==> config.mk <==
export PLATFORM = sky130hd
export DESIGN_NAME = sparse_bitmask_tree_encoder
export DESIGN_NICKNAME = d
export VERILOG_FILES = /design/src/rtl/spbt_pkg.sv /design/src/rtl/sparse_bitmask_tree_encoder.sv /design/src/rtl/spbt_front.sv /design/src/rtl/spbt_queue.sv /design/src/rtl/spbt_back.sv
export SDC_FILE = /design/constraint.sdc
export NUM_CORES = 1
export LEC_CHECK = 0
export ABC_AREA = 1
export BUFFER_PORTS_ARGS = -buffer_cell sky130_fd_sc_hd__buf_2
export CAP_MARGIN = 30
export CORE_MARGIN = 4
export CORE_UTILIZATION = 40
export CTS_BUF_LIST = sky130_fd_sc_hd__clkbuf_4 sky130_fd_sc_hd__clkbuf_8
export DETAILED_ROUTE_END_ITERATION = 6
export PLACE_DENSITY_LB_ADDON = 0.15
export SLEW_MARGIN = 20
export SYNTH_ARGS = -nofsm -noshare
export SYNTH_HDL_FRONTEND = slang
export SYNTH_SLANG_ARGS = --single-unit
==> constraint.sdc <==
create_clock -name clock -period 31.7 [get_ports clock]
set_clock_uncertainty 0.15 [all_clocks]
set_input_delay 9.51 -clock clock [delete_from_list [all_inputs] [get_ports clock]]
set_output_delay 9.51 -clock clock [all_outputs]
set_load 0.01 [all_outputs]
==> src/rtl/spbt_pkg.sv <==
// shared constants, types and helpers for the sparse bitmask tree encoder
// no dependencies; used by every module of the block

package spbt_pkg;

   localparam int MAX_FIELDS_DEF  = 64;
   localparam int CHUNK_WIDTH_DEF = 32;
   localparam int QUEUE_DEPTH_DEF = 2;

   localparam int FIELD_MASK_W  = 64;
   localparam int FIELD_COUNT_W = 7;
   localparam int CHUNK_BITS_W  = 32;
   localparam int CHUNK_LEN_W   = 6;

   localparam logic [FIELD_COUNT_W-1:0] FIELD_COUNT_RESET = 7'd64;

   localparam int RAW_LIMIT = 8;
   localparam int PAIR_STEP = 8;

   typedef struct packed {
      logic                     raw;
      logic [FIELD_COUNT_W-1:0] count;
   } job_ctrl_type;

   function automatic int node_width(input int max_fields);
      return 2 << $clog2(max_fields);
   endfunction

endpackage

==> src/rtl/sparse_bitmask_tree_encoder.sv <==
// top level of the sparse bitmask tree encoder: front end, job queue, code generator
// depends on spbt_pkg, spbt_front, spbt_queue, spbt_back

// Codes each field-presence mask into a packed bit stream, earliest bit in bit 0 of each
// chunk, last_chunk set on the final chunk of a mask. Up to eight fields go out raw in one
// chunk; larger counts go through an or tree that is built combinationally on intake. A
// two-entry queue sits between intake and the code generator, so new words are taken while
// earlier ones are still being coded or wait at a stalled output. The generator handles
// eight sibling pairs per cycle unless a stalled output or more than a chunk of waiting
// bits holds it; chunks leave through a single output register. field_count is for the
// user to write only while the block is idle; the block itself does not enforce this. A
// written value takes effect on the next word.

module sparse_bitmask_tree_encoder #(
   parameter int MAX_FIELDS  = spbt_pkg::MAX_FIELDS_DEF,
   parameter int CHUNK_WIDTH = spbt_pkg::CHUNK_WIDTH_DEF
) (
   input  logic                               clock,
   input  logic                               reset,
   input  logic                               csr_write_enable,
   input  logic [spbt_pkg::FIELD_COUNT_W-1:0] csr_write_data,
   input  logic                               req_valid,
   output logic                               req_stall,
   input  logic [spbt_pkg::FIELD_MASK_W-1:0]  req_field_mask,
   output logic                               rsp_valid,
   input  logic                               rsp_stall,
   output logic [spbt_pkg::CHUNK_BITS_W-1:0]  rsp_chunk_bits,
   output logic [spbt_pkg::CHUNK_LEN_W-1:0]   rsp_chunk_length,
   output logic                               rsp_last_chunk
);

   localparam int NODE_W = spbt_pkg::node_width(MAX_FIELDS);
   localparam int CTRL_W = $bits(spbt_pkg::job_ctrl_type);
   localparam int JOB_W  = CTRL_W + NODE_W;

   logic                   front_valid;
   spbt_pkg::job_ctrl_type front_ctrl;
   logic [NODE_W-1:0]      front_nodes;
   logic                   queue_full;
   logic                   queue_valid;
   logic [JOB_W-1:0]       queue_data;
   logic                   queue_pop;
   spbt_pkg::job_ctrl_type back_ctrl;
   logic [NODE_W-1:0]      back_nodes;

   spbt_front #(
      .MAX_FIELDS (MAX_FIELDS)
   ) u_front (
      .clock            (clock),
      .reset            (reset),
      .csr_write_enable (csr_write_enable),
      .csr_write_data   (csr_write_data),
      .req_valid        (req_valid),
      .req_field_mask   (req_field_mask),
      .req_stall        (req_stall),
      .job_valid        (front_valid),
      .job_ctrl         (front_ctrl),
      .job_nodes        (front_nodes),
      .job_full         (queue_full)
   );

   spbt_queue #(
      .DATA_W (JOB_W),
      .DEPTH  (spbt_pkg::QUEUE_DEPTH_DEF)
   ) u_queue (
      .clock      (clock),
      .reset      (reset),
      .push_valid (front_valid),
      .push_data  ({front_ctrl, front_nodes}),
      .full       (queue_full),
      .pop        (queue_pop),
      .pop_valid  (queue_valid),
      .pop_data   (queue_data)
   );

   assign back_ctrl  = queue_data[JOB_W-1:NODE_W];
   assign back_nodes = queue_data[NODE_W-1:0];

   spbt_back #(
      .MAX_FIELDS  (MAX_FIELDS),
      .CHUNK_WIDTH (CHUNK_WIDTH)
   ) u_back (
      .clock            (clock),
      .reset            (reset),
      .job_valid        (queue_valid),
      .job_ctrl         (back_ctrl),
      .job_nodes        (back_nodes),
      .job_pop          (queue_pop),
      .rsp_valid        (rsp_valid),
      .rsp_stall        (rsp_stall),
      .rsp_chunk_bits   (rsp_chunk_bits),
      .rsp_chunk_length (rsp_chunk_length),
      .rsp_last_chunk   (rsp_last_chunk)
   );

endmodule

==> src/rtl/spbt_front.sv <==
// front end: field count register, word intake, raw/tree classification and or-tree build
// depends on spbt_pkg

module spbt_front #(
   parameter int MAX_FIELDS = spbt_pkg::MAX_FIELDS_DEF
) (
   input  logic                                        clock,
   input  logic                                        reset,
   input  logic                                        csr_write_enable,
   input  logic [spbt_pkg::FIELD_COUNT_W-1:0]          csr_write_data,
   input  logic                                        req_valid,
   input  logic [spbt_pkg::FIELD_MASK_W-1:0]           req_field_mask,
   output logic                                        req_stall,
   output logic                                        job_valid,
   output spbt_pkg::job_ctrl_type                      job_ctrl,
   output logic [spbt_pkg::node_width(MAX_FIELDS)-1:0] job_nodes,
   input  logic                                        job_full
);

   localparam int ML     = $clog2(MAX_FIELDS);
   localparam int MAXW   = 1 << ML;
   localparam int NODE_W = spbt_pkg::node_width(MAX_FIELDS);
   localparam int LVL_W  = $clog2(ML + 1);
   localparam int CNT_W  = spbt_pkg::FIELD_COUNT_W;

   logic [CNT_W-1:0]  field_count_ff;
   logic [CNT_W-1:0]  field_count_in;
   logic [CNT_W-1:0]  n_fields;
   logic [CNT_W-1:0]  n_minus;
   logic              raw_mode;
   logic [MAXW-1:0]   leaf;
   logic [NODE_W-1:0] full_tree;
   logic [NODE_W-1:0] compact;
   logic [LVL_W-1:0]  levels;
   logic [LVL_W-1:0]  dsel;
   logic [CNT_W-1:0]  pair_count;

   always_comb begin
      field_count_in = field_count_ff;
      if (csr_write_enable) begin
         field_count_in = csr_write_data;
      end
   end

   always_ff @(posedge clock) begin
      if (reset) begin
         field_count_ff <= spbt_pkg::FIELD_COUNT_RESET;
      end else begin
         field_count_ff <= field_count_in;
      end
   end

   // clamp to 1..MAX_FIELDS
   always_comb begin
      if (field_count_ff == '0) begin
         n_fields = CNT_W'(1);
      end else if (field_count_ff > CNT_W'(MAX_FIELDS)) begin
         n_fields = CNT_W'(MAX_FIELDS);
      end else begin
         n_fields = field_count_ff;
      end
      raw_mode = (n_fields <= CNT_W'(spbt_pkg::RAW_LIMIT));
      n_minus  = n_fields - CNT_W'(1);
   end

   // tree depth is the bit length of n - 1
   always_comb begin
      levels = '0;
      for (int b = 0; b < CNT_W; b++) begin
         if (n_minus[b]) begin
            levels = LVL_W'(b + 1);
         end
      end
      dsel       = LVL_W'(ML) - levels;
      pair_count = CNT_W'((8'd1 << levels) - 8'd1);
   end

   always_comb begin
      leaf = '0;
      for (int i = 0; i < MAX_FIELDS; i++) begin
         leaf[i] = req_field_mask[i] & (CNT_W'(i) < n_fields);
      end
   end

   // full-size or tree, leaves at MAXW..2*MAXW-1
   always_comb begin
      full_tree = '0;
      for (int i = 0; i < MAXW; i++) begin
         full_tree[MAXW + i] = leaf[i];
      end
      for (int t = MAXW - 1; t >= 1; t--) begin
         full_tree[t] = full_tree[2 * t] | full_tree[2 * t + 1];
      end
   end

   // lift the padded-width subtree (raw mode: the leaves) into heap order from node 1
   always_comb begin
      compact = '0;
      if (raw_mode) begin
         for (int i = 0; i < spbt_pkg::RAW_LIMIT; i++) begin
            compact[i + 1] = leaf[i];
         end
      end else begin
         for (int d = 0; d <= ML; d++) begin
            for (int k = 0; k <= ML - d; k++) begin
               for (int j = 0; j < (1 << k); j++) begin
                  if (dsel == LVL_W'(d)) begin
                     compact[(1 << k) + j] = full_tree[(1 << (k + d)) + j];
                  end
               end
            end
         end
      end
   end

   assign req_stall      = job_full;
   assign job_valid      = req_valid;
   assign job_ctrl.raw   = raw_mode;
   assign job_ctrl.count = raw_mode ? n_fields : pair_count;
   assign job_nodes      = compact;

endmodule

==> src/rtl/spbt_queue.sv <==
// small register queue between the front end and the code generator
// no package dependencies beyond parameter defaults from spbt_pkg

module spbt_queue #(
   parameter int DATA_W = 8,
   parameter int DEPTH  = spbt_pkg::QUEUE_DEPTH_DEF
) (
   input  logic              clock,
   input  logic              reset,
   input  logic              push_valid,
   input  logic [DATA_W-1:0] push_data,
   output logic              full,
   input  logic              pop,
   output logic              pop_valid,
   output logic [DATA_W-1:0] pop_data
);

   localparam int PTR_W = (DEPTH > 1) ? $clog2(DEPTH) : 1;
   localparam int CNT_W = $clog2(DEPTH + 1);

   logic [DATA_W-1:0] mem [DEPTH];
   logic [PTR_W-1:0]  wr_ptr_ff;
   logic [PTR_W-1:0]  wr_ptr_in;
   logic [PTR_W-1:0]  rd_ptr_ff;
   logic [PTR_W-1:0]  rd_ptr_in;
   logic [CNT_W-1:0]  count_ff;
   logic [CNT_W-1:0]  count_in;
   logic              do_push;
   logic              do_pop;

   assign full      = (count_ff == CNT_W'(DEPTH));
   assign pop_valid = (count_ff != '0);
   assign pop_data  = mem[rd_ptr_ff];
   assign do_push   = push_valid && !full;
   assign do_pop    = pop && pop_valid;

   always_comb begin
      wr_ptr_in = wr_ptr_ff;
      rd_ptr_in = rd_ptr_ff;
      count_in  = count_ff;
      if (do_push) begin
         wr_ptr_in = (wr_ptr_ff == PTR_W'(DEPTH - 1)) ? '0 : wr_ptr_ff + PTR_W'(1);
      end
      if (do_pop) begin
         rd_ptr_in = (rd_ptr_ff == PTR_W'(DEPTH - 1)) ? '0 : rd_ptr_ff + PTR_W'(1);
      end
      if (do_push && !do_pop) begin
         count_in = count_ff + CNT_W'(1);
      end else if (do_pop && !do_push) begin
         count_in = count_ff - CNT_W'(1);
      end
   end

   always_ff @(posedge clock) begin
      if (reset) begin
         wr_ptr_ff <= '0;
         rd_ptr_ff <= '0;
         count_ff  <= '0;
      end else begin
         wr_ptr_ff <= wr_ptr_in;
         rd_ptr_ff <= rd_ptr_in;
         count_ff  <= count_in;
      end
   end

   always_ff @(posedge clock) begin
      if (do_push) begin
         mem[wr_ptr_ff] <= push_data;
      end
   end

endmodule

==> src/rtl/spbt_back.sv <==
// back end: walks sibling pairs eight at a time or sends raw bits, packs codes and cuts chunks
// depends on spbt_pkg

module spbt_back #(
   parameter int MAX_FIELDS  = spbt_pkg::MAX_FIELDS_DEF,
   parameter int CHUNK_WIDTH = spbt_pkg::CHUNK_WIDTH_DEF
) (
   input  logic                                        clock,
   input  logic                                        reset,
   input  logic                                        job_valid,
   input  spbt_pkg::job_ctrl_type                      job_ctrl,
   input  logic [spbt_pkg::node_width(MAX_FIELDS)-1:0] job_nodes,
   output logic                                        job_pop,
   output logic                                        rsp_valid,
   input  logic                                        rsp_stall,
   output logic [spbt_pkg::CHUNK_BITS_W-1:0]           rsp_chunk_bits,
   output logic [spbt_pkg::CHUNK_LEN_W-1:0]            rsp_chunk_length,
   output logic                                        rsp_last_chunk
);

   localparam int NODE_W    = spbt_pkg::node_width(MAX_FIELDS);
   localparam int STEP      = spbt_pkg::PAIR_STEP;
   localparam int GEN_W     = 2 * STEP + 1;
   localparam int GEN_LEN_W = $clog2(GEN_W + 1);
   localparam int ACC_W     = CHUNK_WIDTH + GEN_W;
   localparam int ACC_LEN_W = $clog2(ACC_W + 1);
   localparam int CNT_W     = spbt_pkg::FIELD_COUNT_W;
   localparam int OUT_W     = spbt_pkg::CHUNK_BITS_W;
   localparam int LEN_W     = spbt_pkg::CHUNK_LEN_W;

   logic                 gen_active_ff;
   logic                 gen_active_in;
   logic                 raw_ff;
   logic                 raw_in;
   logic                 first_ff;
   logic                 first_in;
   logic [CNT_W-1:0]     rem_ff;
   logic [CNT_W-1:0]     rem_in;
   logic [NODE_W-2:0]    parent_ff;
   logic [NODE_W-2:0]    parent_in;
   logic [NODE_W-3:0]    child_ff;
   logic [NODE_W-3:0]    child_in;
   logic [ACC_W-1:0]     acc_ff;
   logic [ACC_W-1:0]     acc_in;
   logic [ACC_LEN_W-1:0] acc_len_ff;
   logic [ACC_LEN_W-1:0] acc_len_in;
   logic                 rsp_valid_ff;
   logic                 rsp_valid_in;
   logic [OUT_W-1:0]     rsp_bits_ff;
   logic [OUT_W-1:0]     rsp_bits_in;
   logic [LEN_W-1:0]     rsp_len_ff;
   logic [LEN_W-1:0]     rsp_len_in;
   logic                 rsp_last_ff;
   logic                 rsp_last_in;

   logic [GEN_W-1:0]     gbits;
   logic [GEN_LEN_W-1:0] glen;
   logic                 out_free;
   logic                 emit;
   logic                 emit_last;
   logic [ACC_LEN_W-1:0] take;
   logic [ACC_W-1:0]     acc_after;
   logic [ACC_LEN_W-1:0] len_after;
   logic                 gen_go;
   logic                 step_final;
   logic                 load;
   logic [OUT_W-1:0]     chunk_word;

   // codes for up to eight sibling pairs, root bit in front on the first step; up to eight raw bits in raw mode
   always_comb begin
      gbits = '0;
      glen  = '0;
      if (raw_ff) begin
         for (int s = 0; s < spbt_pkg::RAW_LIMIT; s++) begin
            if (CNT_W'(s) < rem_ff) begin
               gbits[s] = parent_ff[s];
            end
         end
         glen = GEN_LEN_W'(rem_ff);
      end else begin
         if (first_ff) begin
            gbits[0] = parent_ff[0];
            glen     = GEN_LEN_W'(1);
         end
         for (int s = 0; s < STEP; s++) begin
            if ((CNT_W'(s) < rem_ff) && parent_ff[s]) begin
               if (child_ff[2 * s] && !child_ff[2 * s + 1]) begin
                  glen = glen + GEN_LEN_W'(1);
               end else begin
                  gbits[glen]                  = 1'b1;
                  gbits[glen + GEN_LEN_W'(1)] = child_ff[2 * s];
                  glen                         = glen + GEN_LEN_W'(2);
               end
            end
         end
      end
   end

   generate
      for (genvar b = 0; b < OUT_W; b++) begin : g_word
         if (b < CHUNK_WIDTH) begin : g_bit
            assign chunk_word[b] = acc_ff[b];
         end else begin : g_pad
            assign chunk_word[b] = 1'b0;
         end
      end
   endgenerate

   always_comb begin
      out_free   = !rsp_valid_ff || !rsp_stall;
      emit_last  = !gen_active_ff && (acc_len_ff <= ACC_LEN_W'(CHUNK_WIDTH));
      if (gen_active_ff) begin
         emit = out_free && (acc_len_ff > ACC_LEN_W'(CHUNK_WIDTH));
      end else begin
         emit = out_free && (acc_len_ff != '0);
      end
      take = emit_last ? acc_len_ff : ACC_LEN_W'(CHUNK_WIDTH);

      acc_after = acc_ff;
      len_after = acc_len_ff;
      if (emit) begin
         if (emit_last) begin
            acc_after = '0;
            len_after = '0;
         end else begin
            acc_after = acc_ff >> CHUNK_WIDTH;
            len_after = acc_len_ff - ACC_LEN_W'(CHUNK_WIDTH);
         end
      end

      gen_go     = gen_active_ff && (len_after <= ACC_LEN_W'(CHUNK_WIDTH));
      step_final = raw_ff || (rem_ff <= CNT_W'(STEP));
      load       = job_valid && !gen_active_ff && (len_after == '0);

      acc_in     = acc_after;
      acc_len_in = len_after;
      if (gen_go) begin
         acc_in     = acc_after | (ACC_W'(gbits) << len_after);
         acc_len_in = len_after + ACC_LEN_W'(glen);
      end

      gen_active_in = gen_active_ff;
      raw_in        = raw_ff;
      first_in      = first_ff;
      rem_in        = rem_ff;
      parent_in     = parent_ff;
      child_in      = child_ff;
      if (load) begin
         gen_active_in = 1'b1;
         raw_in        = job_ctrl.raw;
         first_in      = 1'b1;
         rem_in        = job_ctrl.count;
         parent_in     = job_nodes[NODE_W-1:1];
         child_in      = job_nodes[NODE_W-1:2];
      end else if (gen_go) begin
         gen_active_in = !step_final;
         first_in      = 1'b0;
         rem_in        = (rem_ff > CNT_W'(STEP)) ? rem_ff - CNT_W'(STEP) : '0;
         parent_in     = parent_ff >> STEP;
         child_in      = child_ff >> (2 * STEP);
      end

      rsp_valid_in = rsp_valid_ff;
      rsp_bits_in  = rsp_bits_ff;
      rsp_len_in   = rsp_len_ff;
      rsp_last_in  = rsp_last_ff;
      if (emit) begin
         rsp_valid_in = 1'b1;
         rsp_bits_in  = chunk_word;
         rsp_len_in   = LEN_W'(take);
         rsp_last_in  = emit_last;
      end else if (!rsp_stall) begin
         rsp_valid_in = 1'b0;
      end
   end

   always_ff @(posedge clock) begin
      if (reset) begin
         gen_active_ff <= 1'b0;
         acc_ff        <= '0;
         acc_len_ff    <= '0;
         rsp_valid_ff  <= 1'b0;
      end else begin
         gen_active_ff <= gen_active_in;
         acc_ff        <= acc_in;
         acc_len_ff    <= acc_len_in;
         rsp_valid_ff  <= rsp_valid_in;
      end
   end

   always_ff @(posedge clock) begin
      raw_ff      <= raw_in;
      first_ff    <= first_in;
      rem_ff      <= rem_in;
      parent_ff   <= parent_in;
      child_ff    <= child_in;
      rsp_bits_ff <= rsp_bits_in;
      rsp_len_ff  <= rsp_len_in;
      rsp_last_ff <= rsp_last_in;
   end

   assign job_pop          = load;
   assign rsp_valid        = rsp_valid_ff;
   assign rsp_chunk_bits   = rsp_bits_ff;
   assign rsp_chunk_length = rsp_len_ff;
   assign rsp_last_chunk   = rsp_last_ff;

endmodule
Yosys cells after proc, flatten, opt, wreduce, memory -nomap -nowiden

Memory sizes are Yosys's and may differ from the RTL's. A register that Yosys moved wholly into a read port is not among the register bits.
Cells that the tools add are included.

Multiplexer cells: 386
Equality and inequality tests: 8
Order comparisons: 111
Divide/modulo/power cells: 0
Bitwise operators: 136
Reduce and logical (&&, ||, !) cells: 66
Multipliers: 0
Shift operators: 2
Add/subtract/negate cells: 26

Operator list:

| kind                                                               | count |
|---|---|
| 2-to-1 mux 17 bit                                                  | 24 |
| 2-to-1 mux 1 bit                                                   | 286 |
| 2-to-1 mux 127 bit                                                 | 2 |
| 2-to-1 mux 126 bit                                                 | 2 |
| < comparator 6 x 7 -> 1 bit (first input constant)                 | 32 |
| bitwise mux 17 bit                                                 | 8 |
| 2-to-1 mux 5 bit                                                   | 25 |
| 2-to-1 mux 119 bit                                                 | 1 |
| OR 17 bit                                                          | 7 |
| < comparator 5 x 7 -> 1 bit (first input constant)                 | 16 |
| 2-to-1 mux 49 bit                                                  | 2 |
| < comparator 5 x 6 -> 1 bit (second input constant)                | 16 |
| demux 1 bit (select 5 bit)                                         | 16 |
| greater-or-equal comparator 5 x 1 -> 1 bit (second input constant) | 16 |
| bitwise AND 1 bit                                                  | 64 |
| OR 1 bit                                                           | 63 |
| < comparator 3 x 7 -> 1 bit (first input constant)                 | 8 |
| < comparator 4 x 7 -> 1 bit (first input constant)                 | 8 |
| OR 49 bit                                                          | 1 |
| << shifter 17 x 6 -> 49 bit                                        | 1 |
| logical AND 1 bit                                                  | 42 |
| 2-to-1 mux 7 bit                                                   | 6 |
| adder 5 x 1 -> 5 bit (second input constant)                       | 8 |
| adder 5 x 2 -> 5 bit (second input constant)                       | 8 |
| other kinds (34)                                                   | 73 |

Memories: 1
Input bits: 76
Register bits after elaboration: 369
Word-level logic and storage cells: 752
Bits in writable memories: 270
Bits in read-only memories: 0
Latch bits: 0

Memory list:

| memory      | words | bits a word | read ports | clocked after memory_dff | wr ports | line             | text |
|---|---|---|---|---|---|---|---|
| u_queue.mem | 2     | 135         | 1          | 1                        | 1        | spbt_queue.sv:21 | `logic [DATA_W-1:0] mem [DEPTH];` |

Longest topological paths before layout

Word-level depth: 49
Gate-level depth with buffers: 54
Mapped depth without buffers: 53

By module

From an unflattened synthesis, not the netlist that was laid out.

Cells, all modules: 3935
Area total of the unflattened synthesis: 34964.8 um2

Modules (own cells, without submodules):

| module     | area each (um2) | times used | seq. area each (um2) | cells each |
|---|---|---|---|---|
| spbt_back  | 20744.9         | 1          | 9929.5               | 2657 |
| spbt_queue | 10202.3         | 1          | 8267.9               | 460 |
| spbt_front | 4017.6          | 1          | 140.1                | 818 |

Worst setup path after synthesis

Ideal clock, no wire load.

Path kind: input -> register
Start point: input rsp_stall
End point: register u_back.child_ff[0] (enable)
Data required time: 29633 ps
Setup slack: 14384 ps
Arrival time: 15249 ps
Buffers on the path: 2
Stages on the path: 11
Cells stage by stage: nand2_1 > nand2_1 > clkinv_1 > nand2_1 > nand2_1 > clkinv_1 > a2111oi_0 > nand2_1 > clkbuf_1 > buf_1 > nand2_1

Word-level cells in the longest chain between the ends: 8
Elaborated cells between the ends (all ways): 11
Classes of those cells: order compare: 1; mux: 2; reduce/logical: 8

RTL lines:

| element                                                                  | line                               | text |
|---|---|---|
| from (decl)                                                              | sparse_bitmask_tree_encoder.sv:26  | `input logic rsp_stall,` |
| zero test 1 bit (*)                                                      | spbt_back.sv:110                   | `out_free = !rsp_valid_ff \|\| !rsp_stall;` |
| logical OR 1 bit (*)                                                     | spbt_back.sv:110                   |  |
| logical AND 1 bit (on tied branches)                                     | spbt_back.sv:115, spbt_back.sv:113 |  |
| 2-to-1 mux 1 bit (*)                                                     | spbt_back.sv:112                   | `if (gen_active_ff) begin` |
| 2-to-1 mux 6 bit (*)                                                     | spbt_back.sv:121                   | `if (emit) begin` |
| less-or-equal comparator 6 bit / zero test 6 bit (equally long branches) | spbt_back.sv:131, spbt_back.sv:133 |  |
| logical AND 1 bit (on tied branches)                                     | spbt_back.sv:131, spbt_back.sv:133 |  |
| nonzero test 2 bit (no line) (*)                                         | --                                 |  |
| to (signal assigned)                                                     | spbt_back.sv:196                   | `child_ff <= child_in;` |
| to (decl)                                                                | spbt_back.sv:41                    | `logic [NODE_W-3:0] child_ff;` |

Every way passes the cells marked *; elsewhere a longest branch is shown, timed or not.
A chain may end at the register's enable or synchronous reset.

Final worst setup path

Start point: input rsp_stall
End point: register u_back.child_ff[96] (enable)

Same word-level chain as after synthesis.

==> summary.md <==
| Metric | Value |
|---|---|
| Outcome | `finished clean` |
| Cell area after synthesis | `33300 µm²` |
| # H-tree levels | `3` |
| Kind of end point of the critical path | `flop` |
| Crit share post-route | `0.504` |
| Maximum clock insertion buffer count | `3` |
| Worst R2R Start | `u_back.rem_ff[3]` |
| FF+latch count, synth | `between 600 and 700` |
| Setup TNS after final layout | `0 ns` |
| Clock network latency to the later pin of the worst-skew pair | `0.70 ns` |
| Count of antenna-violating nets left after detailed routing | `0` |
| Final wirelength | `98.1 mm` |
| Total global-route track usage | `0.221` |
| Critical-path maximum fanout | `64` |
| Share of the yosys chip area belonging to registers | `0.549` |
| Relative slew slack | `0.355` |
| Number of detailed-route iterations in the first pass | `5` |
| Dominant register cell in the synthesized netlist | `sky130_fd_sc_hd__edfxtp_1` |
| Critical path class | `in2reg` |
| Worst Reg-to-Reg Cells | `49` |
| Max Clk Rate | `0.0625 GHz` |
| Average cell area after synthesis | `8.73 µm²` |
| Count of standard-cell rows | `105` |
| Fin. Hold Viols | `0` |
| HPWL after DPL | `69.6 mm` |
| Number of synthesized flops with an enable pin | `between 500 and 600` |
| CTS Root Cell | `sky130_fd_sc_hd__clkbuf_8` |
| Most common cell after layout, fill and taps aside | `sky130_fd_sc_hd__nand2_1` |
| Height of the die | `297 µm` |
| Buffer count from post-CTS setup fixing | `0` |
| Initial core utilization | `0.405` |
| Layout cells sized above 1 | `0.111` |
| Endpoint of the lowest-slack register-to-register path | `u_back.acc_ff[36]` |
| Layout-stage area growth over the synthesis result | `11.2%` |
| Detailed Route Iter0 Violations | `2123` |
| Number of port buffers | `between 100 and 150` |
| Die area | `87900 µm²` |
| Synthesis Warnings | `0` |
| Post-synth ARST share | `0` |
| Slew of the pin with the lowest slew margin | `0.967 ns` |
| Clock transition at the register clock pins on the worst setup and hold paths after CTS | `0.06 ns` |
| Source of the critical timing path | `rsp_stall` |
| Unrepaired setup endpoints after global routing | `false` |
| Total of endpoints with negative setup slack in the final report | `0` |
| Cts-stage hold buffer count | `0` |
| Critical Path Start Type | `input pin` |
| Summed area of non-filler cells in the final layout | `37000 µm²` |
| Critical hold path startpoint | `u_back.acc_ff[24]` |
| Io pins | `117` |
| Total clock buffers created by CTS | `100` |
| DRC viols | `0` |
| Fillers | `just over 8000` |
| Total of max-cap violations | `0` |
| Count of cells resized by post-cts repair | `0` |
| Mean routed wirelength per cell | `19.4 µm` |
| Number of vias per cell | `5.28` |
| Cell area reported after detailed placement | `~35000 µm²` |
| Placer's final routability congestion estimate | `0.933` |
| Area inside the core boundary | `82200 µm²` |
| Hold Path End | `u_back.rsp_chunk_bits[24]` |
| WP data arrival | `16.12 ns` |
| Gate Count Post-Synth | `~3800` |
| Post-Synthesis Net Count | `3939` |
| Global-route congestion overflow total | `0` |
| Number of nets in the final layout | `4036` |
| Routed vias | `26800` |
| Wire length of the first global-routing pass | `about 150 mm` |
| Data required, critical path | `between 30 and 40 ns` |
| Count of cell types in the netlist | `68` |
| Most used cells in the layout excluding fill and tap cells | `1165 x sky130_fd_sc_hd__nand2_1, 562 x sky130_fd_sc_hd__edfxtp_1, 383 x sky130_fd_sc_hd__inv_1` |
| Chip Width | `297 µm` |
| TritonCTS clock tree | `yes` |
| Worst hold path stage count | `0` |
| Antenna violations before repair | `2` |
| HP Class | `reg2reg` |
| Number of max-slew violations in the final report | `0` |
| Sinks on Clock Net | `632` |
| Final worst path period need | `15.99 ns` |
| Pin count of the biggest net entering global routing | `137` |
| R2r setup slk | `23.36 ns` |
| Via count of the first global-routing pass | `about 26000` |
==> layout make-up <==
type / instances / area [µm²] / share of cell area
Tap cell: 1070 / 1340 / 0.0362
Timing Repair Buffer: 153 / 983 / 0.0266
Inverter: 418 / 1580 / 0.0428
Clock inverter: 38 / 255 / 0.00689
Multi-Input combinational cell: 2609 / 12900 / 0.347
Clock buffer: 143 / 1710 / 0.0462
Sequential cell: 632 / 18300 / 0.494
Antenna cell: 2 / 5.00 / 0.000135
==> synthesized netlist by cell type, drive strengths merged, types with 2 or more instances <==
library cell | instances | share of area
nand2 | 1218 | 0.14
edfxtp | 562 | 0.51
inv | 406 | 0.046
nor2 | 315 | 0.038
nand3 | 285 | 0.045
o21ai | 208 | 0.031
o211ai | 146 | 0.033
a21oi | 138 | 0.022
clkbuf | 128 | 0.014
dfxtp | 70 | 0.042
nand4 | 65 | 0.013
ha | 45 | 0.017
nor3 | 39 | 0.0063
o22ai | 37 | 0.0069
buf | 30 | 0.0042
a31oi | 20 | 0.0038
mux2i | 19 | 0.0057
clkinv | 12 | 0.0014
a221oi | 7 | 0.0018
nor4 | 7 | 0.0013
o221ai | 7 | 0.0020
a22oi | 5 | 0.0011
or2 | 5 | 0.00094
xnor2 | 5 | 0.0013
xor2 | 5 | 0.0021
nand3b | 4 | 0.00090
a32oi | 3 | 0.00079
o21a | 3 | 0.00068
a41oi | 2 | 0.00053
o2111ai | 2 | 0.00053
o2bb2ai | 2 | 0.00053
o311ai | 2 | 0.00053
o31ai | 2 | 0.00045
o32a | 2 | 0.00060
==> logic make-up after synthesis <==
logic type                 share of synthesized area
AOI/OAI and AO/OA                              0.109
xor gates and xnor gates                     0.00342
adders and majority gates                     0.0175
buffers and inverters                         0.0660
DFF                                            0.549
muxes                                        0.00605
and+or+nand+nor                                0.250
==> stage by stage <==
stage | setup WS (ns) | std cells | utilization | hold slack, ns
6_report | 15.71 | 5065 | 0.450 | 0.277
5_1_grt | 15.02 | 5064 | 0.450 | 0.287
4_1_cts | 15.48 | 5060 | 0.449 | 0.281
3_5_place_dp | 14.76 | 4879 | 0.425 | 0.265
3_3_place_gp | 14.95 | 4876 | 0.424 | 0.268
2_1_floorplan | 14.38 | 3817 | - | 0.253
==> worst max-delay path by stage <==
| stage | endpoint | slack [ns] | cells after the start |
|---|---|---|---|
| floorplan | u_back.child_ff[0] | 14.38 | 11 |
| global placement | u_back.parent_ff[63] | 14.95 | 16 |
| detailed placement | u_back.parent_ff[47] | 14.76 | 16 |
| CTS | u_back.child_ff[96] | 15.48 | 16 |
| global route | u_back.child_ff[96] | 15.02 | 17 |
| finish | u_back.child_ff[96] | 15.71 | 17 |
==> flip-flops by register name, summed over array words and instances (netlist names), 2 cells and up, named ones only <==
name and cells:
u_queue.mem 270, u_back.parent_ff 126, u_back.child_ff 119, u_back.acc_ff 49
u_back.rsp_chunk_bits 32, u_back.rem_ff 7, u_front.field_count_ff 7, u_back.acc_len_ff 6
u_back.rsp_chunk_length 6, u_queue.count_ff 2
==> critical path: stages <==
cell and delay [ns]:
sky130_fd_sc_hd__buf_2 0.09, sky130_fd_sc_hd__nand2_1 0.08, sky130_fd_sc_hd__nand2_1 0.05, sky130_fd_sc_hd__buf_4 0.28, sky130_fd_sc_hd__inv_2 0.08, sky130_fd_sc_hd__buf_4 0.56
sky130_fd_sc_hd__nand2_1 0.30, sky130_fd_sc_hd__nand2_1 0.60, sky130_fd_sc_hd__clkinv_1 0.85, sky130_fd_sc_hd__nor4_1 0.77, sky130_fd_sc_hd__a21oi_1 0.17, sky130_fd_sc_hd__nor2_1 0.43
sky130_fd_sc_hd__inv_1 0.26, sky130_fd_sc_hd__nand2_4 0.58, sky130_fd_sc_hd__buf_4 0.39, sky130_fd_sc_hd__buf_16 0.28, sky130_fd_sc_hd__buf_4 0.68
==> routing by layer <==
metal  vias to the layer above  share of wire  track usage
met5                         -              0            0
met4                         0          0.033       0.0772
met3                       148          0.050       0.0272
met2                       771           0.47        0.366
met1                     12700           0.45        0.302
li1                      13200              -            -
Power is left out: the tool's default activity adds up to more than one toggle a clock period on the data nets, which glitch-free logic cannot reach.
